==> src/rtl/lens_phase_pixel_generator_assert.svh <==
// assertion macros used by the lens phase pixel generator top level
`ifndef LENS_PHASE_PIXEL_GENERATOR_ASSERT_SVH
`define LENS_PHASE_PIXEL_GENERATOR_ASSERT_SVH
`ifndef SYNTH
// same-cycle implication, disabled in reset
`define LPG_ASSERT_SAME(lbl, clk, rstn, ante, cons) \
  lbl: assert property (@(posedge clk) disable iff (!rstn) (ante) |-> (cons)) \
    else $error("lpg assertion failed");
// next-cycle implication, disabled in reset
`define LPG_ASSERT_NEXT(lbl, clk, rstn, ante, cons) \
  lbl: assert property (@(posedge clk) disable iff (!rstn) (ante) |=> (cons)) \
    else $error("lpg assertion failed");
`else
`define LPG_ASSERT_SAME(lbl, clk, rstn, ante, cons)
`define LPG_ASSERT_NEXT(lbl, clk, rstn, ante, cons)
`endif
`endif

==> src/rtl/lpg_pkg.sv <==
// shared types, constants and tables of the lens phase pixel generator
`default_nettype none
package lpg_pkg;

  // dimensions and formats
  localparam int MAX_DIM      = 4096;
  localparam int DIM_W        = 13;
  localparam int IDX_W        = 12;
  localparam int OFS_W        = 14;
  localparam int SQ_W         = 26;
  localparam int PH_W         = 32;
  localparam int RW_W         = 24;
  localparam int RP_W         = RW_W + SQ_W;
  localparam int RAD_W        = RP_W + 1;
  localparam int LIM_W        = 48;
  localparam int CW           = 44;
  localparam int CORDIC_FRAC  = 40;
  localparam int CORDIC_STEPS = 31;
  localparam int OUT_FRAC     = 14;
  localparam int OUT_W        = 16;
  localparam int OUT_ONE      = 1 << OUT_FRAC;
  localparam int ROUND_SH     = CORDIC_FRAC - OUT_FRAC;
  localparam int RND_W        = CW - ROUND_SH;
  localparam int STEP_IDX_W   = 5;
  localparam int ADDR_W       = 6;
  localparam int DATA_W       = 64;

  localparam logic signed [CW-1:0] CORDIC_X0 = 44'sd667681663043;

  // register indexes
  typedef enum logic [2:0] {
    REG_IMAGE_WIDTH     = 3'd0,
    REG_IMAGE_HEIGHT    = 3'd1,
    REG_PHASE_WEIGHT_X  = 3'd2,
    REG_PHASE_WEIGHT_Y  = 3'd3,
    REG_RADIUS_WEIGHT_X = 3'd4,
    REG_RADIUS_WEIGHT_Y = 3'd5,
    REG_APERTURE_LIMIT  = 3'd6,
    REG_APERTURE_ENABLE = 3'd7
  } reg_idx_t;

  // configuration seen by the datapath
  typedef struct packed {
    logic [DIM_W-1:0]       image_width;
    logic [DIM_W-1:0]       image_height;
    logic signed [PH_W-1:0] phase_weight_x;
    logic signed [PH_W-1:0] phase_weight_y;
    logic [RW_W-1:0]        radius_weight_x;
    logic [RW_W-1:0]        radius_weight_y;
    logic [LIM_W-1:0]       aperture_limit;
    logic                   aperture_enable;
  } cfg_t;

  // per-request flags carried alongside the rotation
  typedef struct packed {
    logic fold;
    logic in_ap;
  } side_t;

  // arctangent of 2^-i in 2^-32 turns
  function automatic logic [PH_W-1:0] atan_turn(input logic [STEP_IDX_W-1:0] idx);
    logic [PH_W-1:0] a;
    case (idx)
      5'd0:  a = 32'h20000000;
      5'd1:  a = 32'h12E4051E;
      5'd2:  a = 32'h09FB385B;
      5'd3:  a = 32'h051111D4;
      5'd4:  a = 32'h028B0D43;
      5'd5:  a = 32'h0145D7E1;
      5'd6:  a = 32'h00A2F61E;
      5'd7:  a = 32'h00517C55;
      5'd8:  a = 32'h0028BE53;
      5'd9:  a = 32'h00145F2F;
      5'd10: a = 32'h000A2F98;
      5'd11: a = 32'h000517CC;
      5'd12: a = 32'h00028BE6;
      5'd13: a = 32'h000145F3;
      5'd14: a = 32'h0000A2FA;
      5'd15: a = 32'h0000517D;
      5'd16: a = 32'h000028BE;
      5'd17: a = 32'h0000145F;
      5'd18: a = 32'h00000A30;
      5'd19: a = 32'h00000518;
      5'd20: a = 32'h0000028C;
      5'd21: a = 32'h00000146;
      5'd22: a = 32'h000000A3;
      5'd23: a = 32'h00000051;
      5'd24: a = 32'h00000029;
      5'd25: a = 32'h00000014;
      5'd26: a = 32'h0000000A;
      5'd27: a = 32'h00000005;
      5'd28: a = 32'h00000003;
      5'd29: a = 32'h00000001;
      5'd30: a = 32'h00000001;
      default: a = '0;
    endcase
    return a;
  endfunction

endpackage
`default_nettype wire

==> src/rtl/lpg_cfg_regs.sv <==
// configuration register file behind the apb-style port
`default_nettype none
module lpg_cfg_regs (
  input  wire logic                       clk,
  input  wire logic                       rst_n,
  input  wire logic                       psel,
  input  wire logic                       penable,
  input  wire logic                       pwrite,
  input  wire logic [lpg_pkg::ADDR_W-1:0] paddr,
  input  wire logic [lpg_pkg::DATA_W-1:0] pwdata,
  output logic      [lpg_pkg::DATA_W-1:0] prdata,
  output logic                            pready,
  output lpg_pkg::cfg_t                   cfg
);

  lpg_pkg::cfg_t    cfg_r;
  lpg_pkg::cfg_t    cfg_nxt;
  lpg_pkg::reg_idx_t sel;
  logic             wr_en;

  assign sel    = lpg_pkg::reg_idx_t'(paddr[lpg_pkg::ADDR_W-1:3]);
  assign wr_en  = psel && penable && pwrite && pready;
  assign pready = 1'b1;
  assign cfg    = cfg_r;

  // register write decode
  always_comb begin
    cfg_nxt = cfg_r;
    if (wr_en) begin
      case (sel)
        lpg_pkg::REG_IMAGE_WIDTH:     cfg_nxt.image_width     = pwdata[12:0];
        lpg_pkg::REG_IMAGE_HEIGHT:    cfg_nxt.image_height    = pwdata[12:0];
        lpg_pkg::REG_PHASE_WEIGHT_X:  cfg_nxt.phase_weight_x  = pwdata[31:0];
        lpg_pkg::REG_PHASE_WEIGHT_Y:  cfg_nxt.phase_weight_y  = pwdata[31:0];
        lpg_pkg::REG_RADIUS_WEIGHT_X: cfg_nxt.radius_weight_x = pwdata[23:0];
        lpg_pkg::REG_RADIUS_WEIGHT_Y: cfg_nxt.radius_weight_y = pwdata[23:0];
        lpg_pkg::REG_APERTURE_LIMIT:  cfg_nxt.aperture_limit  = pwdata[47:0];
        lpg_pkg::REG_APERTURE_ENABLE: cfg_nxt.aperture_enable = pwdata[0];
        default: cfg_nxt = cfg_r;
      endcase
    end
  end

  always_ff @(posedge clk) begin
    if (!rst_n) begin
      cfg_r.image_width     <= 13'd256;
      cfg_r.image_height    <= 13'd256;
      cfg_r.phase_weight_x  <= '0;
      cfg_r.phase_weight_y  <= '0;
      cfg_r.radius_weight_x <= 24'd1;
      cfg_r.radius_weight_y <= 24'd1;
      cfg_r.aperture_limit  <= '0;
      cfg_r.aperture_enable <= 1'b0;
    end else begin
      cfg_r <= cfg_nxt;
    end
  end

  // read mux
  always_comb begin
    case (sel)
      lpg_pkg::REG_IMAGE_WIDTH:     prdata = 64'(cfg_r.image_width);
      lpg_pkg::REG_IMAGE_HEIGHT:    prdata = 64'(cfg_r.image_height);
      lpg_pkg::REG_PHASE_WEIGHT_X:  prdata = {32'd0, cfg_r.phase_weight_x};
      lpg_pkg::REG_PHASE_WEIGHT_Y:  prdata = {32'd0, cfg_r.phase_weight_y};
      lpg_pkg::REG_RADIUS_WEIGHT_X: prdata = 64'(cfg_r.radius_weight_x);
      lpg_pkg::REG_RADIUS_WEIGHT_Y: prdata = 64'(cfg_r.radius_weight_y);
      lpg_pkg::REG_APERTURE_LIMIT:  prdata = 64'(cfg_r.aperture_limit);
      lpg_pkg::REG_APERTURE_ENABLE: prdata = 64'(cfg_r.aperture_enable);
      default: prdata = '0;
    endcase
  end

endmodule
`default_nettype wire

==> config.mk <==
export PLATFORM = sky130hd
export DESIGN_NAME = lpg_cfg_regs
export DESIGN_NICKNAME = d
export VERILOG_FILES = /design/src/rtl/lens_phase_pixel_generator_assert.svh /design/src/rtl/lpg_pkg.sv /design/src/rtl/lpg_cfg_regs.sv
export SDC_FILE = /design/constraint.sdc
export NUM_CORES = 1
export LEC_CHECK = 0
export BUFFER_PORTS_ARGS = -buffer_cell sky130_fd_sc_hd__buf_2
export CORE_UTILIZATION = 44
export DETAILED_ROUTE_END_ITERATION = 16
export PLACE_DENSITY = 0.76
export SYNTH_ARGS = -nofsm -noshare
export SYNTH_HDL_FRONTEND = slang
export SYNTH_SLANG_ARGS = --single-unit
==> constraint.sdc <==
create_clock -name clk -period 1.25 [get_ports clk]
set_input_delay 0.1875 -clock clk [delete_from_list [all_inputs] [get_ports clk]]
set_output_delay 0.1875 -clock clk [all_outputs]
set_load 0.005 [all_outputs]
==> results.yml <==
flow_run:
  drv_cap: 0
yosys:
  ys_top_cells_by_area: "dfxtp_1 44%, nand3_1 8.7%, nand3_2 5.7%"
  synth_flop_cell: "dfxtp_1"
  ys_ff_latch: 187
  syn_area_um2: 8420
  synth_edf_count: 0
  synth_most_common_cell: "dfxtp_1"
  synth.top_cell.area_share_pct: 44.5
  ys_top_cells_by_count: "187 x dfxtp_1, 147 x nand3_1, 82 x o21ai_1"
  syn_area_per_cell_um2: 9.05
  ys_types: 42
  yosys.area.top_type: "dfxtp_1"
  yosysWarnings: 0
  syn_inst: 930
  ys_seq_area_share_pct: 44.5
  async_flop_share_pct: 0
die:
  ios: 327
  rows: 50
  start_util_pct: 45.0
  die_area_um2: 19700
  core-area_um2: 18700
  die_w_um: 140
  die_h_um: 140
sta:
  tns_ns: -15.76
  timing.final.crit_share_pct: 138
  rsz0062_at_grt: "true"
  finalCriticalPeriod_ns: 1.73
  hold_violations: 0
  skew_ns: 0
  setup_violations: 49
  fmax_ghz: 0.578
  fin_ws_ns: -0.479
  slew_viol_final: 0
run_status:
  violations: "setup timing"
  status: "complete, but fails checks"
worst_setup_path:
  crit_path_end_kind: "primary output"
  r2r-end: "cfg[0]"
  reg2reg_slack_ns: 0.47
  required_ns: 1.06
  reg2reg_from: "cfg[0]"
  crit_arrival_ns: 1.54
  crit_type: "flop to primary output"
  crit_fanout: 2
  r2r_cells: 3
  start_kind: "flop"
pwr:
  total_power_w: 0.0129
  ir_drop_mv: 0.833
  cellPowerDensity_nw_per_um2: 1090
  p_leak_nw: 5.48
clocking:
  root_buffer: "clkbuf_16"
  htreeDepth: 4
  clk_pin_slew_ns: 0.07
  clk_latency_ns: 0.42
  numCtsBuffers: 17
  clock_sinks: 187
  clockBufferDepth: 2
  cts_tree: "done"
cells_and_area:
  largest_reg_flops: 187
  drive_gt1_share_pct: 49.2
  fin_util_pct: 63.6
  area_growth_pct: 41.4
  num-nets-final: 1375
grt:
  grt_pass1_wl_mm: 43.5
  grt_pass1_vias: 7815
  grt-ovfl-total: 0
  grtUsageTotal_pct: 28.5
  grt_max_degree: 47
  antenna_found_initial: 3
placement:
  numPortBuffers: 290
  finalWeightedCongestion: 0.831
  dp_hpwl_mm: 20.1
  dpl_worst_slack_ns: -0.463
worst_hold_path:
  hold_path_end: "cfg[41]"
  worstHoldStart: "pwdata[40]"
  hold_path_class: "primary input to flop"
  whs_path_depth: 3
drt:
  drc: 0
  avgViaCountPerCell: 5.45
  ant_nets: 0
  drt_iter0_drc: 486
  vias: 8440
  wire_per_inst_um: 18.4
  drt_pass1_iterations: 5
  wl_mm: 28.4
-- metal layers --
layer	GRT usage [%]	share of wire (%)
met1	33.8	41
met2	48.4	49
met3	7.66	7.0
met4	12.3	3.3
met5	0	0
-- critical path: stages (launching register included) --
cell and delay [ns]:
dfxtp_2 0.32, mux2_4 0.26, a22o_1 0.20, o22a_1 0.20
buf_2 0.13
-- worst max-delay path by stage --
stage,startpoint,endpoint,depth (start not counted)
final,cfg[77],prdata[4],4
after global routing,cfg[77],prdata[4],4
after CTS,cfg[5],prdata[4],4
after detailed placement,paddr[4],prdata[17],5
after global placement,paddr[4],prdata[6],6
after floorplan,paddr[5],prdata[10],4
-- power breakdown --
group / total, W / switching [W] / internal [W]
Combinational: 0.00121 / 0.000698 / 0.000516
Sequential: 0.00603 / 0.0000355 / 0.00600
Clock: 0.00568 / 0.00248 / 0.00320
Total: 0.0129 / 0.00321 / 0.00971
-- area by class of cell --
class / count / area (µm²)
Antenna cell: 2 / 5.00
Fill cell: 1569 / 6800
Sequential cell: 187 / 3810
Timing Repair Buffer: 441 / 2950
Tap cell: 234 / 293
Multi-Input combinational cell: 650 / 4230
Clock inverter: 14 / 185
Clock buffer: 18 / 429
Inverter: 3 / 11.3
-- timing repair --
item                                    CTS  global route
resized for setup                        67            33
pin swaps                                16            19
hold buffers                             14             1
buffers inserted                         20             2
cloned                                    1             1
hold endpoints to repair                 14             1
endpoints found under the setup margin   48            49
-- through the flow --
| step | area, µm² | hold slack (ns) | std cells |
|---|---|---|---|
| finish | 11900 | 0.0186 | 1549 |
| global route | 11900 | 0.0151 | 1548 |
| CTS | 11800 | 0.000944 | 1543 |
| detailed placement | 10700 | 0.432 | 1476 |
| global placement | 10700 | 0.430 | 1476 |
| floorplan | 8490 | 0.313 | 945 |
-- logic make-up (layout without fill, tap and decap cells) --
group | count (synthesis) | count (layout) | share of synthesized area, %
AO/OA/AOI/OAI | 260 | 260 | 20.0
multiplexers | 47 | 47 | 5.71
AND/OR/NAND/NOR | 325 | 326 | 22.1
buffers and inverters | 109 | 476 | 7.70
other | 2 | 19 | 0.0892
flip-flops | 187 | 187 | 44.5
-- layout by cell type, fill, tap and decap left out, types with 7 or more instances in the layout --
| cell type | n |
|---|---|
| buf_2 | 286 |
| nand3_1 | 147 |
| dfxtp_1 | 138 |
| buf_4 | 111 |
| o21ai_1 | 92 |
| nand2_1 | 63 |
| o21ai_0 | 57 |
| o21ai_2 | 52 |
| nand3_2 | 48 |
| dfxtp_2 | 48 |
| mux2i_1 | 37 |
| and2_1 | 25 |
| buf_12 | 21 |
| nor2_1 | 19 |
| clkbuf_16 | 18 |
| conb_1 | 17 |
| dlygate4sd3_1 | 15 |
| o22a_1 | 11 |
| a221oi_2 | 9 |
| a22o_1 | 7 |
| a21oi_1 | 7 |
Power figures use the tool's default switching activity.
